$ cat src/hdl/assert_macros.svh
// Assertion helpers shared by the RTL; they compile away when SYNTH is set.
`ifndef ASSERT_MACROS_SVH
`define ASSERT_MACROS_SVH

`ifndef SYNTH

// Same-cycle implication, sampled on the rising edge and disabled in reset
`define ASSERT_IMPLIES(lbl, clk, rst, ante, cons, msg) \
  lbl: assert property (@(posedge clk) disable iff (rst) (ante) |-> (cons)) else $error(msg);

// Next-cycle implication, sampled on the rising edge and disabled in reset
`define ASSERT_NEXT(lbl, clk, rst, ante, cons, msg) \
  lbl: assert property (@(posedge clk) disable iff (rst) (ante) |=> (cons)) else $error(msg);

`else

`define ASSERT_IMPLIES(lbl, clk, rst, ante, cons, msg)
`define ASSERT_NEXT(lbl, clk, rst, ante, cons, msg)

`endif

`endif

$ cat src/hdl/blr_pkg.sv
`timescale 1ns / 1ps

package blr_pkg;

  // Command codes carried in the input tuser bit
  localparam logic CMD_LOAD    = 1'b0;
  localparam logic CMD_ADVANCE = 1'b1;

  // How the cursor walks the current line
  typedef enum logic [2:0] {
    MODE_HORIZ         = 3'd0,
    MODE_VERT          = 3'd1,
    MODE_SHALLOW_UP    = 3'd2,
    MODE_SHALLOW_DOWN  = 3'd3,
    MODE_STEEP_RIGHT   = 3'd4,
    MODE_STEEP_LEFT    = 3'd5
  } walk_mode_t;

  // Flags of one result transaction
  typedef struct packed {
    logic valid;
    logic last;
  } pix_flags_t;

endpackage

$ cat src/hdl/blr_in_reg.sv
`timescale 1ns / 1ps

module blr_in_reg #(
  parameter int COORD_BITS = 10
) (
  input  logic                    clk,
  input  logic                    rst,
  input  logic                    in_valid,
  output logic                    in_ready,
  input  logic                    in_cmd,
  input  logic [4*COORD_BITS-1:0] in_data,   // start_x, start_y, end_x, end_y
  input  logic                    take,
  output logic                    item_valid,
  output logic                    item_cmd,
  output logic [COORD_BITS-1:0]   item_sx,
  output logic [COORD_BITS-1:0]   item_sy,
  output logic [COORD_BITS-1:0]   item_ex,
  output logic [COORD_BITS-1:0]   item_ey
);

  // Accept when empty or when the held item moves on this cycle
  assign in_ready = !item_valid || take;

  always_ff @(posedge clk) begin
    if (rst) begin
      item_valid <= 1'b0;
    end else if (in_ready) begin
      item_valid <= in_valid;
    end
  end

  // Capture the payload of each accepted transaction
  always_ff @(posedge clk) begin
    if (in_valid && in_ready) begin
      item_cmd <= in_cmd;
      item_sx  <= in_data[0*COORD_BITS +: COORD_BITS];
      item_sy  <= in_data[1*COORD_BITS +: COORD_BITS];
      item_ex  <= in_data[2*COORD_BITS +: COORD_BITS];
      item_ey  <= in_data[3*COORD_BITS +: COORD_BITS];
    end
  end

endmodule

$ cat src/hdl/blr_walker.sv
`timescale 1ns / 1ps

module blr_walker #(
  parameter int COORD_BITS = 10
) (
  input  logic                  clk,
  input  logic                  rst,
  input  logic                  take,
  input  logic                  item_cmd,
  input  logic [COORD_BITS-1:0] item_sx,
  input  logic [COORD_BITS-1:0] item_sy,
  input  logic [COORD_BITS-1:0] item_ex,
  input  logic [COORD_BITS-1:0] item_ey,
  output logic [COORD_BITS-1:0] res_x,
  output logic [COORD_BITS-1:0] res_y,
  output blr_pkg::pix_flags_t   res_flags,
  output logic                  line_busy
);

  import blr_pkg::*;

  localparam int ERR_BITS = COORD_BITS + 3;

  // Line state
  logic [COORD_BITS-1:0]       cursor_x, cursor_x_next;
  logic [COORD_BITS-1:0]       cursor_y, cursor_y_next;
  logic [COORD_BITS-1:0]       stop_coord, stop_coord_next;
  logic signed [ERR_BITS-1:0]  error_term, error_term_next;
  logic [COORD_BITS-1:0]       delta_major, delta_major_next;
  logic [COORD_BITS-1:0]       delta_minor, delta_minor_next;
  walk_mode_t                  walk_mode, walk_mode_next;
  logic                        line_busy_next;

  // Endpoint geometry of the item being loaded
  logic [COORD_BITS-1:0]       dx, dy;
  logic [COORD_BITS-1:0]       ex_m1, y_lo, y_hi_m1;
  logic                        last;

  // Error term updates for one step
  logic signed [ERR_BITS-1:0]  err_keep, err_move;

  assign dx      = (item_sx > item_ex) ? item_sx - item_ex : item_ex - item_sx;
  assign dy      = (item_sy > item_ey) ? item_sy - item_ey : item_ey - item_sy;
  assign ex_m1   = item_ex - COORD_BITS'(1);
  assign y_lo    = (item_sy < item_ey) ? item_sy : item_ey;
  assign y_hi_m1 = ((item_sy < item_ey) ? item_ey : item_sy) - COORD_BITS'(1);

  assign err_keep = error_term + ERR_BITS'({delta_minor, 1'b0});
  assign err_move = error_term + ERR_BITS'({delta_minor, 1'b0})
                    - ERR_BITS'({delta_major, 1'b0});

  // Load a new line or take one step along the current one
  always_comb begin
    cursor_x_next    = cursor_x;
    cursor_y_next    = cursor_y;
    stop_coord_next  = stop_coord;
    error_term_next  = error_term;
    delta_major_next = delta_major;
    delta_minor_next = delta_minor;
    walk_mode_next   = walk_mode;
    line_busy_next   = line_busy;
    last             = 1'b1;
    res_x            = '0;
    res_y            = '0;
    res_flags.valid  = 1'b0;
    res_flags.last   = 1'b1;

    if (item_cmd == CMD_LOAD) begin
      if (item_sy == item_ey) begin
        if (item_sx >= item_ex) begin
          // Empty line: drop it and report no pixel
          line_busy_next = 1'b0;
        end else begin
          walk_mode_next   = MODE_HORIZ;
          cursor_x_next    = item_sx;
          cursor_y_next    = item_sy;
          stop_coord_next  = ex_m1;
          delta_major_next = dx;
          delta_minor_next = '0;
          error_term_next  = '0;
          last             = (item_sx == ex_m1);
        end
      end else if (item_sx == item_ex) begin
        walk_mode_next   = MODE_VERT;
        cursor_x_next    = item_sx;
        cursor_y_next    = y_lo;
        stop_coord_next  = y_hi_m1;
        delta_major_next = dy;
        delta_minor_next = '0;
        error_term_next  = '0;
        last             = (y_lo == y_hi_m1);
      end else if (dy <= dx) begin
        // Shallow: start at the lower-x end
        if (item_sx > item_ex) begin
          cursor_x_next   = item_ex;
          cursor_y_next   = item_ey;
          stop_coord_next = item_sx;
          walk_mode_next  = (item_sy > item_ey) ? MODE_SHALLOW_UP : MODE_SHALLOW_DOWN;
        end else begin
          cursor_x_next   = item_sx;
          cursor_y_next   = item_sy;
          stop_coord_next = item_ex;
          walk_mode_next  = (item_ey > item_sy) ? MODE_SHALLOW_UP : MODE_SHALLOW_DOWN;
        end
        delta_major_next = dx;
        delta_minor_next = dy;
        error_term_next  = ERR_BITS'({dy, 1'b0}) - ERR_BITS'(dx);
        last             = 1'b0;
      end else begin
        // Steep: start at the lower-y end
        if (item_sy > item_ey) begin
          cursor_x_next   = item_ex;
          cursor_y_next   = item_ey;
          stop_coord_next = item_sy;
          walk_mode_next  = (item_sx > item_ex) ? MODE_STEEP_RIGHT : MODE_STEEP_LEFT;
        end else begin
          cursor_x_next   = item_sx;
          cursor_y_next   = item_sy;
          stop_coord_next = item_ey;
          walk_mode_next  = (item_ex > item_sx) ? MODE_STEEP_RIGHT : MODE_STEEP_LEFT;
        end
        delta_major_next = dy;
        delta_minor_next = dx;
        error_term_next  = ERR_BITS'({dx, 1'b0}) - ERR_BITS'(dy);
        last             = 1'b0;
      end

      if (!((item_sy == item_ey) && (item_sx >= item_ex))) begin
        line_busy_next  = !last;
        res_x           = cursor_x_next;
        res_y           = cursor_y_next;
        res_flags.valid = 1'b1;
        res_flags.last  = last;
      end
    end else if (line_busy) begin
      unique case (walk_mode)
        MODE_HORIZ: begin
          cursor_x_next = cursor_x + COORD_BITS'(1);
          last          = (cursor_x_next == stop_coord);
        end
        MODE_VERT: begin
          cursor_y_next = cursor_y + COORD_BITS'(1);
          last          = (cursor_y_next == stop_coord);
        end
        MODE_SHALLOW_UP, MODE_SHALLOW_DOWN: begin
          cursor_x_next = cursor_x + COORD_BITS'(1);
          if (error_term[ERR_BITS-1]) begin
            error_term_next = err_keep;
          end else begin
            cursor_y_next   = (walk_mode == MODE_SHALLOW_UP) ?
                              cursor_y + COORD_BITS'(1) : cursor_y - COORD_BITS'(1);
            error_term_next = err_move;
          end
          last = (cursor_x_next == stop_coord);
        end
        default: begin
          cursor_y_next = cursor_y + COORD_BITS'(1);
          if (error_term[ERR_BITS-1]) begin
            error_term_next = err_keep;
          end else begin
            cursor_x_next   = (walk_mode == MODE_STEEP_RIGHT) ?
                              cursor_x + COORD_BITS'(1) : cursor_x - COORD_BITS'(1);
            error_term_next = err_move;
          end
          last = (cursor_y_next == stop_coord);
        end
      endcase
      line_busy_next  = !last;
      res_x           = cursor_x_next;
      res_y           = cursor_y_next;
      res_flags.valid = 1'b1;
      res_flags.last  = last;
    end
  end

  // Commit the new line state as the item moves to the result register
  always_ff @(posedge clk) begin
    if (rst) begin
      cursor_x    <= '0;
      cursor_y    <= '0;
      stop_coord  <= '0;
      error_term  <= '0;
      delta_major <= '0;
      delta_minor <= '0;
      walk_mode   <= MODE_HORIZ;
      line_busy   <= 1'b0;
    end else if (take) begin
      cursor_x    <= cursor_x_next;
      cursor_y    <= cursor_y_next;
      stop_coord  <= stop_coord_next;
      error_term  <= error_term_next;
      delta_major <= delta_major_next;
      delta_minor <= delta_minor_next;
      walk_mode   <= walk_mode_next;
      line_busy   <= line_busy_next;
    end
  end

endmodule

$ cat src/hdl/blr_out_reg.sv
`timescale 1ns / 1ps

module blr_out_reg #(
  parameter int COORD_BITS = 10,
  parameter int OUT_DATA_W = 24
) (
  input  logic                  clk,
  input  logic                  rst,
  input  logic                  take,
  input  logic [COORD_BITS-1:0] res_x,
  input  logic [COORD_BITS-1:0] res_y,
  input  blr_pkg::pix_flags_t   res_flags,
  output logic                  out_ready,
  output logic                  m_tvalid,
  input  logic                  m_tready,
  output logic [OUT_DATA_W-1:0] m_tdata,   // pixel_x, pixel_y, zero fill
  output logic                  m_tuser,   // pixel_valid
  output logic                  m_tlast    // last_pixel
);

  import blr_pkg::*;

  logic [COORD_BITS-1:0] pix_x;
  logic [COORD_BITS-1:0] pix_y;
  pix_flags_t            pix_flags;

  // Free when empty or when the held result leaves this cycle
  assign out_ready = !m_tvalid || m_tready;

  always_ff @(posedge clk) begin
    if (rst) begin
      m_tvalid <= 1'b0;
    end else if (out_ready) begin
      m_tvalid <= take;
    end
  end

  // Hold the result until the transaction completes
  always_ff @(posedge clk) begin
    if (take) begin
      pix_x     <= res_x;
      pix_y     <= res_y;
      pix_flags <= res_flags;
    end
  end

  assign m_tdata = OUT_DATA_W'({pix_y, pix_x});
  assign m_tuser = pix_flags.valid;
  assign m_tlast = pix_flags.last;

endmodule

$ cat src/hdl/bresenham_line_rasterizer.sv
`timescale 1ns / 1ps
// Channel   Dir  Transaction          Payload
// s_*       in   one command          tuser: cmd; tdata: start_x, start_y, end_x, end_y
// m_*       out  one result per cmd   tdata: pixel_x, pixel_y; tuser: pixel_valid;
//                                     tlast: last_pixel
//
// Throughput: one command per clock while m_tready is high; a command passes through the
// input register and then the result register to m_tvalid. Each step is one add and
// compare on the error term, between the input register and the result register; line
// state updates as a command moves on. rst clears both valid flags and the line state;
// no line is loaded after reset. While m_tready is low the result holds, one more command
// is taken into the input register if it is empty, then s_tready drops.

module bresenham_line_rasterizer #(
  parameter int COORD_BITS = 10
) (
  input  logic                                 clk,
  input  logic                                 rst,
  input  logic                                 s_tvalid,
  output logic                                 s_tready,
  input  logic [((4*COORD_BITS+7)/8)*8-1:0]    s_tdata,   // start_x, start_y, end_x, end_y
  input  logic                                 s_tuser,   // cmd
  output logic                                 m_tvalid,
  input  logic                                 m_tready,
  output logic [((2*COORD_BITS+7)/8)*8-1:0]    m_tdata,   // pixel_x, pixel_y
  output logic                                 m_tuser,   // pixel_valid
  output logic                                 m_tlast    // last_pixel
);

  import blr_pkg::*;

  `include "assert_macros.svh"

  localparam int OUT_DATA_W = ((2*COORD_BITS+7)/8)*8;

  logic                  item_valid;
  logic                  item_cmd;
  logic [COORD_BITS-1:0] item_sx, item_sy, item_ex, item_ey;
  logic [COORD_BITS-1:0] res_x, res_y;
  pix_flags_t            res_flags;
  logic                  line_busy;
  logic                  out_ready;
  logic                  take;

  // Move the held command through the walker when the result register frees
  assign take = item_valid && out_ready;

  blr_in_reg #(
    .COORD_BITS (COORD_BITS)
  ) u_in_reg (
    .clk        (clk),
    .rst        (rst),
    .in_valid   (s_tvalid),
    .in_ready   (s_tready),
    .in_cmd     (s_tuser),
    .in_data    (s_tdata[4*COORD_BITS-1:0]),
    .take       (take),
    .item_valid (item_valid),
    .item_cmd   (item_cmd),
    .item_sx    (item_sx),
    .item_sy    (item_sy),
    .item_ex    (item_ex),
    .item_ey    (item_ey)
  );

  blr_walker #(
    .COORD_BITS (COORD_BITS)
  ) u_walker (
    .clk       (clk),
    .rst       (rst),
    .take      (take),
    .item_cmd  (item_cmd),
    .item_sx   (item_sx),
    .item_sy   (item_sy),
    .item_ex   (item_ex),
    .item_ey   (item_ey),
    .res_x     (res_x),
    .res_y     (res_y),
    .res_flags (res_flags),
    .line_busy (line_busy)
  );

  blr_out_reg #(
    .COORD_BITS (COORD_BITS),
    .OUT_DATA_W (OUT_DATA_W)
  ) u_out_reg (
    .clk       (clk),
    .rst       (rst),
    .take      (take),
    .res_x     (res_x),
    .res_y     (res_y),
    .res_flags (res_flags),
    .out_ready (out_ready),
    .m_tvalid  (m_tvalid),
    .m_tready  (m_tready),
    .m_tdata   (m_tdata),
    .m_tuser   (m_tuser),
    .m_tlast   (m_tlast)
  );

  // Checks
  `ASSERT_IMPLIES(a_no_pixel_zero, clk, rst, m_tvalid && !m_tuser, (m_tdata == '0) && m_tlast, "result without pixel must be zero and last")
  `ASSERT_NEXT(a_last_ends_line, clk, rst, take && res_flags.last, !line_busy, "line still busy after its last pixel")
  `ASSERT_IMPLIES(a_idle_advance, clk, rst, take && (item_cmd == CMD_ADVANCE) && !line_busy, !res_flags.valid && res_flags.last, "advance with no line gave a pixel")
  `ASSERT_NEXT(a_take_shows, clk, rst, take, m_tvalid, "walked command produced no result")

endmodule

$ cat config.mk
export PLATFORM = sky130hd
export DESIGN_NAME = bresenham_line_rasterizer
export DESIGN_NICKNAME = d
export VERILOG_FILES = /design/src/hdl/blr_pkg.sv /design/src/hdl/blr_in_reg.sv /design/src/hdl/blr_walker.sv /design/src/hdl/blr_out_reg.sv /design/src/hdl/bresenham_line_rasterizer.sv
export VERILOG_INCLUDE_DIRS = /design/src /design/src/hdl
export SDC_FILE = /design/constraint.sdc
export NUM_CORES = 1
export LEC_CHECK = 0
export BUFFER_PORTS_ARGS = -buffer_cell sky130_fd_sc_hd__buf_2
export CAP_MARGIN = 20
export CORE_MARGIN = 1
export CORE_UTILIZATION = 60
export CTS_BUF_LIST = sky130_fd_sc_hd__clkbuf_4
export CTS_CLUSTER_SIZE = 24
export DETAILED_ROUTE_END_ITERATION = 16
export GPL_TIMING_DRIVEN = 0
export PLACE_DENSITY_LB_ADDON = 0.12
export SKIP_LAST_GASP = 1
export SLEW_MARGIN = 20
export SYNTH_ARGS = -nofsm -noshare
export SYNTH_HDL_FRONTEND = slang
export SYNTH_HIERARCHICAL = 1
export SYNTH_SLANG_ARGS = --single-unit
$ cat constraint.sdc
create_clock -name clk -period 7.1 [get_ports clk]
set_input_delay 1.065 -clock clk [delete_from_list [all_inputs] [get_ports clk]]
set_output_delay 1.065 -clock clk [all_outputs]
set_load 0.02 [all_outputs]
==> metrics.yaml <==
status: "complete, no violations"
crit_chain: "inv_1, ha_1, buf_2, nand3_1, or3_4, o21a_2, nand2_2, mux2_2, o2bb2a_1, o211ai_1, a21oi_2, xnor2_1, inv_1, ha_1, nand4_1, a211o_1, nand4b_4, a31oi_4, buf_6, mux2i_1, buf_4, buf_2, o22ai_1, o21ai_0"
finalSetupTns_ns: 0
ys_ff_latch: 131
clk_pin_slew_worst_paths_ns: 0.15
nets: 1789
die_h_um: 145.6
synthArstFlopShare_pct: 0
grt_pass1_vias: 11260
grt_max_degree: 42
ys.flop_type: "dfxtp_1"
cts_tree: "done"
path_class: "reg -> reg"
root_buffer: "clkbuf_4"
worst-path-max-fanout: 10
clkLatencyLatePin_ns: 0.59
critical_path_buf_inv_count: 6
grt_overflow: 0
r2r-end: "u_out_reg/pix_x[1]"
drt_iter0_drc: 1509
syn_area_per_cell_um2: 7.921
reg2reg_depth: 24
design.die.area_mm2: 0.02118
htreeDepth: 4
rrSetupSlack_ns: 0.12
endpoint_kind: "flip-flop"
finalSetupViolCount: 0
fillers: 1834
syn_inst: 1561
arrival_ns: 7.38
rows: 52
slowest_delay_ns: 0.64
cp_data_required_time_ns: 7.49
hold_start: "u_walker/delta_major[4]"
vias: 12560
synth_cell_types: 97
drv_cap: 0
whs_endpoint: "u_walker/delta_major[4]"
synth_edf_count: 63
hpwl_mm: 32.76
min_path_type: "reg -> reg"
cp_top_family: "compound AO/OA/AOI/OAI gates"
grt_pass1_wl_mm: 63.49
worst_pin_slew_ns: 1.212
dr.pass1.iters: 6
postCtsHoldBufs: 0
grt_use_total_pct: 38.87
start_kind: "flip-flop"
initial_utilization_pct: 61.11
cp_slowest_cell: "xnor2_1"
clock_skew_ns: 0.02649
ant_nets: 0
slew_headroom_pct: 18.61
numCtsBuffers: 17
grt_setup_unrepaired: "no"
gp_routability_congestion: 1.007
fmax_mhz: 143.2
p_leak_nw: 5.299
wl_per_cell_um: 21.43
portBuffers: 68
min_path_cells: 2
wl_mm: 41.48
final-max-slew-violation-count: 0
antenna_found_initial: 2
clk_path_buf_depth: 2
layout_min_cycle_time_ns: 6.985
synth_seq_area_share_pct: 26.31
r2r_start: "u_in_reg/item_sx[0]"
die_w_um: 145.6
core_area_mm2: 0.02023
hold_viol: 0
yosysWarnings: 6
hold_slack_ns: 0.4651
area_growth_pct: 7.862
cellPowerDensity_mw_per_mm2: 279.2
drive_gt1_share_pct: 11.24
netlist_area_mm2: 0.01236
ioPinCount: 73
via_per_inst: 6.488
vdd_drop_max_uv: 183.2
post-route-period-util_pct: 98.38
total_power_mw: 3.723
cp_num_cells: 24
cts.sinks: 131
route.detailed.drc: 0
cell families after synthesis:
group	after synthesis	share of synthesized area (%)
compound gates	498	26.61
mux	31	2.661
buf+inv	205	6.780
flops	131	26.31
fa+ha+maj	95	9.937
xor+xnor	126	8.925
simple gates	474	18.74
other cells	1	0.03033
state kept, by name (all words and copies together) (netlist names), 3 cells and up:
name	cells
u_walker/delta_minor	10
u_in_reg/item_ey	10
u_in_reg/item_sx	10
u_out_reg/pix_y	10
u_walker/delta_major	10
u_in_reg/item_sy	10
u_walker/stop_coord	10
u_out_reg/pix_x	10
u_in_reg/item_ex	10
u_walker/cursor_y	10
u_walker/error_term	12
u_walker/walk_mode	3
u_walker/cursor_x	10
worst max path at each step:
stage	end	startpoint
floorplan	u_out_reg/pix_y[5]	u_in_reg/item_sy[0]
finish	u_out_reg/pix_x[1]	u_in_reg/item_sx[0]
global route	u_out_reg/pix_x[1]	u_in_reg/item_ex[1]
CTS	u_out_reg/pix_x[1]	u_in_reg/item_sy[5]
global placement	u_out_reg/pix_x[1]	u_in_reg/item_sy[5]
detailed placement	u_out_reg/pix_x[1]	u_in_reg/item_sy[5]
through the flow:
step | instance area [um^2] | instances | util [%] | setup WS, ns
CTS | 13330 | 1934 | 65.86 | 0.2548
floorplan | 12380 | 1564 | - | 1.562
finish | 13340 | 1936 | 65.91 | 0.1152
global placement | 13050 | 1902 | 64.51 | 0.2773
global route | 13340 | 1936 | 65.91 | 0.03769
detailed placement | 13050 | 1902 | 64.51 | 0.2808
cell usage in the layout, fill, tap and decap left out, drive strengths merged, types with 48 or more instances in the layout:
| master | count |
|---|---|
| a211oi | 48 |
| a21oi | 125 |
| buf | 96 |
| clkbuf | 91 |
| dfxtp | 68 |
| edfxtp | 63 |
| ha | 87 |
| inv | 108 |
| nand2 | 112 |
| nor2 | 171 |
| o21ai | 121 |
| xnor2 | 96 |
routing by layer:
layer	wire length [um]	up-vias	global-route usage (%)	part of all wire [%]
met5	0	-	0	0
met4	1558	0	16.00	3.8
met3	4314	94	6.677	10
met2	17530	769	57.74	42
met1	18090	5855	55.73	44
li1	-	5842	-	-
layout make-up:
cell class	count	area [um^2]	share of cell area [%]
Multi-Input combinational cell	1228	8288	62.14
Sequential cell	131	3253	24.39
Buffer	102	450.4	3.377
Inverter	103	389.1	2.918
Timing Repair Buffer	68	340.3	2.552
Tap cell	270	337.8	2.533
Clock inverter	15	145.1	1.088
Clock buffer	17	127.6	0.9569
Antenna cell	2	5.005	0.03753
timing repair:
| item | in CTS | in global routing |
|---|---|---|
| setup buffers | 0 | 0 |
| resized for setup | 0 | 3 |
| setup endpoints to repair | 0 | 14 |
worst min-delay path, stage by stage, from the launching register on:
cell and delay, ns:
dfxtp_1 0.34, nand2_1 0.05, a21oi_1 0.05
synthesized netlist by cell type, types with 5 or more instances:
cell,count,area share [%]
clkbuf_1,74,2.2
xor2_1,30,2.1
o21ai_0,113,4.6
nor2b_1,20,1.0
a211oi_1,47,2.9
or3_1,7,0.35
a221oi_1,5,0.35
xnor2_1,96,6.8
nand4_1,15,0.76
a21o_1,27,1.6
nand2_1,109,3.3
dfxtp_1,68,11
mux2_2,9,0.82
o21a_1,9,0.55
nor4_1,18,0.91
buf_2,17,0.69
o221a_2,9,0.82
o21bai_1,10,0.61
a21oi_1,121,4.9
a221o_1,7,0.57
o211ai_1,19,1.2
ha_1,87,8.8
and3_1,10,0.51
nor3b_1,5,0.30
or4_1,5,0.30
a31oi_1,16,0.81
mux2i_1,20,1.6
fa_1,6,0.97
edfxtp_1,63,15
nand3b_1,7,0.43
a22oi_1,13,0.79
buf_4,6,0.36
nor3_1,32,1.3
inv_1,99,3.0
a211o_1,10,0.71
nand3_1,30,1.2
nand2b_1,7,0.35
nor2_1,170,5.2
a22o_1,5,0.35
and2_1,8,0.40
o22ai_1,35,1.8
report_power, final:
group          internal [mW]  total [mW]  leakage, nW  switching [mW]
sequential             0.873       0.937         1.16          0.0641
clock                  0.182       0.523        0.144           0.342
combinational          0.825        2.26         3.99            1.44
total                   1.88        3.72         5.30            1.84
Power figures use the tool's default switching activity.
